**config.mk**
```make
export PLATFORM = sky130hd
export DESIGN_NAME = priority_queue_select_remove
export DESIGN_NICKNAME = d
export VERILOG_FILES = /design/src/rtl/pqsr_pkg.sv /design/src/rtl/pqsr_ctrl.sv /design/src/rtl/pqsr_dp.sv /design/src/rtl/priority_queue_select_remove.sv
export SDC_FILE = /design/constraint.sdc
export NUM_CORES = 1
export LEC_CHECK = 0
export ABC_AREA = 0
export ABC_CLOCK_PERIOD_IN_PS = 3900
export BUFFER_PORTS_ARGS = -buffer_cell sky130_fd_sc_hd__buf_2
export CAP_MARGIN = 40
export CORE_ASPECT_RATIO = 2
export CORE_UTILIZATION = 62
export DETAILED_ROUTE_END_ITERATION = 16
export PLACE_DENSITY = 0.79
export SLEW_MARGIN = 10
export SYNTH_ARGS = -nofsm -noshare
export SYNTH_HDL_FRONTEND = slang
export SYNTH_SLANG_ARGS = --single-unit
```
**constraint.sdc**
```tcl
create_clock -name clk -period 3.9 [get_ports clk]
set_input_delay 0 -clock clk [delete_from_list [all_inputs] [get_ports clk]]
set_output_delay 0 -clock clk [all_outputs]
set_load 0.005 [all_outputs]
```
**src/rtl/pqsr_pkg.sv**
```systemverilog
// shared types and codes for the priority queue with select-remove
// no dependencies
package pqsr_pkg;

  localparam int QUEUE_DEPTH_DEF = 16;

  localparam logic [1:0] REQ_INSERT = 2'd0;
  localparam logic [1:0] REQ_EXACT  = 2'd1;
  localparam logic [1:0] REQ_ATLEAST = 2'd2;
  localparam logic [1:0] REQ_MIN    = 2'd3;

  localparam logic [1:0] ST_INSERTED  = 2'd0;
  localparam logic [1:0] ST_REMOVED   = 2'd1;
  localparam logic [1:0] ST_NOT_FOUND = 2'd2;
  localparam logic [1:0] ST_FULL      = 2'd3;

  typedef struct packed {
    logic [1:0] req_type;
    logic [7:0] item_tag;
    logic [7:0] item_priority;
  } pqsr_in_t;

  typedef struct packed {
    logic [1:0] status;
    logic [7:0] out_tag;
    logic [7:0] out_priority;
    logic [4:0] occupancy;
  } pqsr_out_t;

  typedef struct packed {
    logic [7:0] tag;
    logic [7:0] prio;
  } pqsr_entry_t;

  typedef struct packed {
    logic ld_req;
    logic ins;
    logic scan_en;
    logic shift_init;
    logic shift_en;
    logic rem_commit;
    logic out_ld;
  } pqsr_cmd_t;

  typedef struct packed {
    logic is_ins;
    logic scan_done;
    logic found;
    logic shift_done;
    logic out_free;
  } pqsr_stat_t;

endpackage

```
**src/rtl/pqsr_ctrl.sv**
```systemverilog
// controller state machine for the priority queue
// depends on pqsr_pkg
module pqsr_ctrl
  import pqsr_pkg::*;
(
  input  logic       clk,
  input  logic       rst_n,
  input  logic       in_valid,
  output logic       in_stall,
  input  pqsr_stat_t stat,
  output pqsr_cmd_t  cmd
);

  localparam logic [2:0] S_IDLE  = 3'd0;
  localparam logic [2:0] S_EXEC  = 3'd1;
  localparam logic [2:0] S_SCAN  = 3'd2;
  localparam logic [2:0] S_SHIFT = 3'd3;
  localparam logic [2:0] S_DONE  = 3'd4;

  logic [2:0] state_r;
  logic [2:0] state_nxt;

  assign in_stall = (state_r != S_IDLE);

  always_comb begin
    state_nxt = state_r;
    cmd = '0;
    case (state_r)
      S_IDLE: begin
        if (in_valid) begin
          cmd.ld_req = 1'b1;
          state_nxt = S_EXEC;
        end
      end
      S_EXEC: begin
        if (stat.is_ins) begin
          cmd.ins = 1'b1;
          state_nxt = S_DONE;
        end else begin
          state_nxt = S_SCAN;
        end
      end
      S_SCAN: begin
        cmd.scan_en = 1'b1;
        if (stat.scan_done) begin
          if (stat.found) begin
            cmd.shift_init = 1'b1;
            state_nxt = S_SHIFT;
          end else begin
            state_nxt = S_DONE;
          end
        end
      end
      S_SHIFT: begin
        cmd.shift_en = 1'b1;
        if (stat.shift_done) begin
          cmd.rem_commit = 1'b1;
          state_nxt = S_DONE;
        end
      end
      S_DONE: begin
        if (stat.out_free) begin
          cmd.out_ld = 1'b1;
          state_nxt = S_IDLE;
        end
      end
      default: begin
        state_nxt = S_IDLE;
      end
    endcase
  end

  always_ff @(posedge clk) begin
    if (!rst_n) begin
      state_r <= S_IDLE;
    end else begin
      state_r <= state_nxt;
    end
  end

endmodule

```
**src/rtl/pqsr_dp.sv**
```systemverilog
// datapath: entry memory, scan and gap-closing pointers, result register
// depends on pqsr_pkg
module pqsr_dp
  import pqsr_pkg::*;
#(
  parameter int QUEUE_DEPTH = QUEUE_DEPTH_DEF
) (
  input  logic       clk,
  input  logic       rst_n,
  input  pqsr_in_t   in_data,
  input  pqsr_cmd_t  cmd,
  output pqsr_stat_t stat,
  output logic       out_valid,
  input  logic       out_stall,
  output pqsr_out_t  out_data
);

  localparam int AW = (QUEUE_DEPTH > 1) ? $clog2(QUEUE_DEPTH) : 1;
  localparam int CW = $clog2(QUEUE_DEPTH + 1);

  pqsr_entry_t mem [QUEUE_DEPTH];

  logic [1:0]    req_r;
  logic [7:0]    tag_r;
  logic [7:0]    bound_r;
  logic [CW-1:0] count_r, count_nxt;
  logic [CW-1:0] ptr_r, ptr_nxt;
  logic [CW-1:0] sp_r, sp_nxt;
  logic          rd_vld_r;
  logic [AW-1:0] rd_idx_r;
  pqsr_entry_t   rd_data_r;
  logic          found_r, found_nxt;
  logic [AW-1:0] best_idx_r, best_idx_nxt;
  pqsr_entry_t   best_e_r, best_e_nxt;
  logic [1:0]    res_status_r, res_status_nxt;
  pqsr_entry_t   res_e_r, res_e_nxt;
  logic          out_valid_r;
  pqsr_out_t     out_data_r;

  logic          rd_en;
  logic [AW-1:0] rd_addr;
  logic          we;
  logic [AW-1:0] waddr;
  pqsr_entry_t   wdata;
  logic          hit;
  logic          full;
  logic [31:0]   occ_ext;

  assign full    = (count_r >= CW'(QUEUE_DEPTH));
  assign occ_ext = 32'(count_r);

  always_comb begin
    if (req_r == REQ_EXACT) begin
      hit = (rd_data_r.prio == bound_r) && !found_r;
    end else begin
      hit = (rd_data_r.prio >= bound_r) && (!found_r || (rd_data_r.prio < best_e_r.prio));
    end
  end

  always_comb begin
    rd_en          = 1'b0;
    rd_addr        = ptr_r[AW-1:0];
    we             = 1'b0;
    waddr          = count_r[AW-1:0];
    wdata          = '{tag: tag_r, prio: bound_r};
    count_nxt      = count_r;
    ptr_nxt        = ptr_r;
    sp_nxt         = sp_r;
    found_nxt      = found_r;
    best_idx_nxt   = best_idx_r;
    best_e_nxt     = best_e_r;
    res_status_nxt = res_status_r;
    res_e_nxt      = res_e_r;

    if (cmd.ld_req) begin
      ptr_nxt        = '0;
      found_nxt      = 1'b0;
      res_status_nxt = ST_NOT_FOUND;
      res_e_nxt      = '0;
    end

    if (cmd.ins) begin
      if (full) begin
        res_status_nxt = ST_FULL;
      end else begin
        we             = 1'b1;
        count_nxt      = count_r + CW'(1);
        res_status_nxt = ST_INSERTED;
      end
    end

    if (cmd.scan_en) begin
      if (ptr_r < count_r) begin
        rd_en   = 1'b1;
        rd_addr = ptr_r[AW-1:0];
        ptr_nxt = ptr_r + CW'(1);
      end
      if (rd_vld_r && hit) begin
        found_nxt    = 1'b1;
        best_idx_nxt = rd_idx_r;
        best_e_nxt   = rd_data_r;
      end
    end

    if (cmd.shift_init) begin
      sp_nxt         = CW'(best_idx_r) + CW'(1);
      res_status_nxt = ST_REMOVED;
      res_e_nxt      = best_e_r;
    end

    // each cycle reads slot j+1 and writes what was read last cycle one slot down
    if (cmd.shift_en) begin
      if (sp_r < count_r) begin
        rd_en   = 1'b1;
        rd_addr = sp_r[AW-1:0];
        sp_nxt  = sp_r + CW'(1);
      end
      if (rd_vld_r) begin
        we    = 1'b1;
        waddr = rd_idx_r - AW'(1);
        wdata = rd_data_r;
      end
    end

    if (cmd.rem_commit) begin
      count_nxt = count_r - CW'(1);
    end
  end

  assign stat.is_ins     = (req_r == REQ_INSERT);
  assign stat.scan_done  = (ptr_r == count_r) && !rd_vld_r;
  assign stat.found      = found_r;
  assign stat.shift_done = (sp_r >= count_r) && !rd_vld_r;
  assign stat.out_free   = !out_valid_r || !out_stall;

  always_ff @(posedge clk) begin
    if (we) begin
      mem[waddr] <= wdata;
    end
    if (rd_en) begin
      rd_data_r <= mem[rd_addr];
    end
  end

  always_ff @(posedge clk) begin
    if (!rst_n) begin
      count_r     <= '0;
      rd_vld_r    <= 1'b0;
      found_r     <= 1'b0;
      out_valid_r <= 1'b0;
    end else begin
      count_r  <= count_nxt;
      rd_vld_r <= rd_en;
      found_r  <= found_nxt;
      if (cmd.out_ld) begin
        out_valid_r <= 1'b1;
      end else if (!out_stall) begin
        out_valid_r <= 1'b0;
      end
    end
  end

  always_ff @(posedge clk) begin
    if (cmd.ld_req) begin
      req_r   <= in_data.req_type;
      tag_r   <= in_data.item_tag;
      bound_r <= (in_data.req_type == REQ_MIN) ? 8'd0 : in_data.item_priority;
    end
    ptr_r        <= ptr_nxt;
    sp_r         <= sp_nxt;
    rd_idx_r     <= rd_addr;
    best_idx_r   <= best_idx_nxt;
    best_e_r     <= best_e_nxt;
    res_status_r <= res_status_nxt;
    res_e_r      <= res_e_nxt;
    if (cmd.out_ld) begin
      out_data_r.status       <= res_status_r;
      out_data_r.out_tag      <= res_e_r.tag;
      out_data_r.out_priority <= res_e_r.prio;
      out_data_r.occupancy    <= occ_ext[4:0];
    end
  end

  assign out_valid = out_valid_r;
  assign out_data  = out_data_r;

`ifndef SYNTHESIS
  a_count_bound: assert property (@(posedge clk) disable iff (!rst_n)
    count_r <= CW'(QUEUE_DEPTH))
    else $error("entry count above depth");

  a_shift_needs_hit: assert property (@(posedge clk) disable iff (!rst_n)
    cmd.shift_init |-> found_r)
    else $error("gap close started without a hit");

  a_out_no_overwrite: assert property (@(posedge clk) disable iff (!rst_n)
    cmd.out_ld |-> (!out_valid_r || !out_stall))
    else $error("result word overwritten while stalled");

  a_count_change: assert property (@(posedge clk) disable iff (!rst_n)
    (count_nxt != count_r) |-> ((cmd.ins && !full) || cmd.rem_commit))
    else $error("entry count changed outside insert or remove");
`endif

endmodule

```
**src/rtl/priority_queue_select_remove.sv**
```systemverilog
// Bounded queue of up to QUEUE_DEPTH tagged entries kept in arrival order, with insert,
// remove-exact, remove-at-least and remove-minimum requests; one result word per request
// word. A request word is taken only while the block is idle; a finished result waits in an
// output register, so the next request can be taken before it is drained. An insert writes
// its entry in the EXEC state and loads its result in the DONE state. A removal scans the
// held entries through the single registered read port of the entry memory, then closes the
// gap one entry a cycle; a miss skips the gap closing.
// depends on pqsr_pkg, pqsr_ctrl, pqsr_dp
module priority_queue_select_remove
  import pqsr_pkg::*;
#(
  parameter int QUEUE_DEPTH = QUEUE_DEPTH_DEF
) (
  input  logic      clk,
  input  logic      rst_n,
  input  logic      in_valid,
  output logic      in_stall,
  input  pqsr_in_t  in_data,
  output logic      out_valid,
  input  logic      out_stall,
  output pqsr_out_t out_data
);

  pqsr_cmd_t  cmd;
  pqsr_stat_t stat;

  pqsr_ctrl u_ctrl (
    .clk      (clk),
    .rst_n    (rst_n),
    .in_valid (in_valid),
    .in_stall (in_stall),
    .stat     (stat),
    .cmd      (cmd)
  );

  pqsr_dp #(
    .QUEUE_DEPTH (QUEUE_DEPTH)
  ) u_dp (
    .clk       (clk),
    .rst_n     (rst_n),
    .in_data   (in_data),
    .cmd       (cmd),
    .stat      (stat),
    .out_valid (out_valid),
    .out_stall (out_stall),
    .out_data  (out_data)
  );

endmodule
```
==> impl_metrics.yaml <==
die:
  ios: 47
  die_area_sq_um: 25200
  std_cell_rows: 80
  fp.dieH_um: 224
  initial_utilization: 0.636
  die_w_um: 113
  core_sq_um: 23900
route:
  vias: 8445
  drtIter0Drc: 626
  post_drt_wl_per_cell_um: 24.9
  drt-total-wl_um: 33800
  ant_nets: 0
  via_per_inst: 6.22
  drcViolationCount: 0
  first_pass_iters: 5
clock_network:
  cts-root-buf: "clkbuf_16"
  clk_path_buf_depth: 3
  cts_tree: "built"
  cts_setup_buffers: 0
  cts_resized: 0
  hold_buffers: 23
  clk_pin_slew_ns: 0.07
  cts_sinks: 376
  h-tree-depth: 1
  clk_latency_ns: 0.58
  cts_made_buffers: 31
synth:
  synthXorXnorAreaFrac: 0.00518
  synthAdderAreaFrac: 0.0276
  synth_top_family_by_area: "multiplexers"
  synth-seq-cells: 376
  synth_nets: 992
  synth_common_cells: "349 x edfxtp_1, 103 x mux2i_1, 44 x mux2_2"
  synth_ff_type: "edfxtp_1"
  synthCells: 937
  async_flop_share: 0
  synth_cell_type_count: 60
  synth_area_sq_um: 15200
  synth_mux_area_frac: 0.103
  ys_top_cells_by_area: "edfxtp_1 69%, mux2i_1 6.8%, dfxtp_1 3.6%"
  synth_most_common_cell: "edfxtp_1"
  yosysWarnings: 0
  synth_edf_count: 349
  synth_top_area_frac: 0.689
  synth_compound_area_frac: 0.0625
  yosysTopAreaCell: "edfxtp_1"
  synth-seq-area-share: 0.724
  yosys.area_share.simple: 0.0568
  syn_avg_cell_area_sq_um: 16.2
global_route:
  track_usage: 0.279
  grt_max_degree: 43
  first_global_vias: 8558
  antenna_found_initial: 0
  grt-ovfl-total: 0
  grt_pass1_wl_um: 50500
worst_setup_path:
  setup.worst_path.start_class: "register"
  crit_required_ns: 4.18
  critPathMaxFanout: 32
  cp-end-kind: "register"
  crit_type: "reg2reg"
  arrival_ns: 3.73
finish:
  drive_gt1_frac: 0.188
  nets: 1102
  n_fill_cell: 1451
  antenna_cells: 0
  final_area_sq_um: 17300
  area_growth_pct: 13.5
timing:
  min_period_ns: 3.46
  max_slew.worst_pin.slew_ns: 0.805
  maxSlewViolCount: 0
  hold_viol: 0
  tns_ns: 0
  fin_crit_sh: 0.887
  setup_viol: 0
  rsz0062_at_grt: "no"
  slew_headroom: 0.463
  clock.fmax_mhz: 289
  finalClockSkew_ns: 0.0239
pwr:
  power_density_nw_per_um2: 532
  ir_worst_vdd_mv: 0.384
  p_leak_nw: 6.66
hold_path:
  worstHoldPathType: "in2reg"
placed_design:
  port_buffers: 46
  placed_cell_area_sq_um: 16100
  gp_congestion: 0.885
  dpl.hpwl_um: 22000
run_status:
  outcome: "finished, final reports clean"
job:
  drv_cap: 0
## placed cells by master, fill, tap and decap left out, types with 11 or more instances in the layout
| cell type | Yosys | final |
|---|---|---|
| nor2_2 | 0 | 12 |
| and2_1 | 18 | 18 |
| dfxtp_1 | 27 | 27 |
| o21ai_0 | 14 | 14 |
| buf_2 | 17 | 46 |
| ha_1 | 32 | 32 |
| or4_1 | 17 | 17 |
| mux2_2 | 44 | 44 |
| o2bb2ai_1 | 32 | 32 |
| nand2_1 | 43 | 43 |
| a21oi_1 | 17 | 16 |
| nor2_1 | 40 | 28 |
| inv_1 | 33 | 33 |
| buf_4 | 4 | 37 |
| mux2i_1 | 103 | 102 |
| edfxtp_1 | 349 | 349 |
| dlygate4sd3_1 | 0 | 23 |
| clkbuf_16 | 0 | 31 |
| nand3_1 | 11 | 11 |
| o22ai_1 | 35 | 35 |
## flip-flops by register name (all words and copies together) (netlist names), 4 cells and up
name and count:
u_dp.mem 256, u_dp.best_e_r 16, u_dp.rd_idx_r 4, u_dp.rd_data_r 16
u_dp.bound_r 8, u_dp.res_e_r 16, u_dp.best_idx_r 4, u_dp.sp_r 5
u_dp.ptr_r 5, u_dp.out_data 23, u_dp.count_r 5, u_dp.tag_r 8
## routing by layer
metal / vias to the layer above / global-route usage / share of wire
met3: 102 / 0.0353 / 0.053
met1: 4162 / 0.306 / 0.35
met4: 0 / 0.162 / 0.057
met5: - / 0 / 0
met2: 344 / 0.513 / 0.55
li1: 3837 / - / -
## power by group
part           internal (mW)  switching (mW)
sequential              4.85           0.161
clock                   1.66            1.36
combinational          0.415           0.756
total                   6.92            2.28
## area by class of cell
| type | count | area [sq um] | share of cell area |
|---|---|---|---|
| clock buffer | 35 | 791 | 0.0458 |
| clock inverter | 21 | 188 | 0.0109 |
| inverter | 35 | 134 | 0.00775 |
| multi-input combinational | 491 | 3920 | 0.227 |
| sequential | 376 | 11000 | 0.638 |
| tap | 287 | 359 | 0.0208 |
| timing repair buffer | 112 | 858 | 0.0497 |
## through the flow
step                      setup slack (ns)  utilization  power (mW)  hold WS (ns)  cells
after detailed placement             0.483        0.671        6.24         0.179   1278
after floorplan                      0.885            -        5.79        0.0989    937
after global routing                 0.291        0.722        9.52         0.133   1357
after global placement               0.555        0.671        6.20         0.176   1278
final                                0.442        0.722        9.19         0.130   1357
after CTS                            0.491        0.722        9.23         0.115   1357
## cells by family after synthesis
kind of cell	after synthesis
buf+inv	70
simple gates	167
mux	150
fa+ha+maj	33
xor+xnor	9
flops	376
compound gates	132
## worst max-delay path, cell delays in order, from the launching register on
cell and delay, ns:
dfxtp_1 0.52, ha_1 0.30, a21oi_1 0.13, o21ai_1 0.16, nor2_4 0.27, mux2i_4 0.46, buf_12 0.29, mux2_2 0.36
o2bb2ai_1 0.12, or4_1 0.54
## path summary, 6_finish.rpt
path	slack (ns)	end	depth (start not counted)	start
worst max-delay path	0.44	u_dp.rd_data_r[10]	9	u_dp.sp_r[2]
worst min register to register	0.42	u_dp.out_data[16]	0	u_dp.res_e_r[11]
worst max register to register	0.44	u_dp.rd_data_r[10]	9	u_dp.sp_r[2]
worst min-delay path	0.13	u_dp.tag_r[2]	2	in_data[10]
No activity file was read; power rests on OpenSTA's default activity.
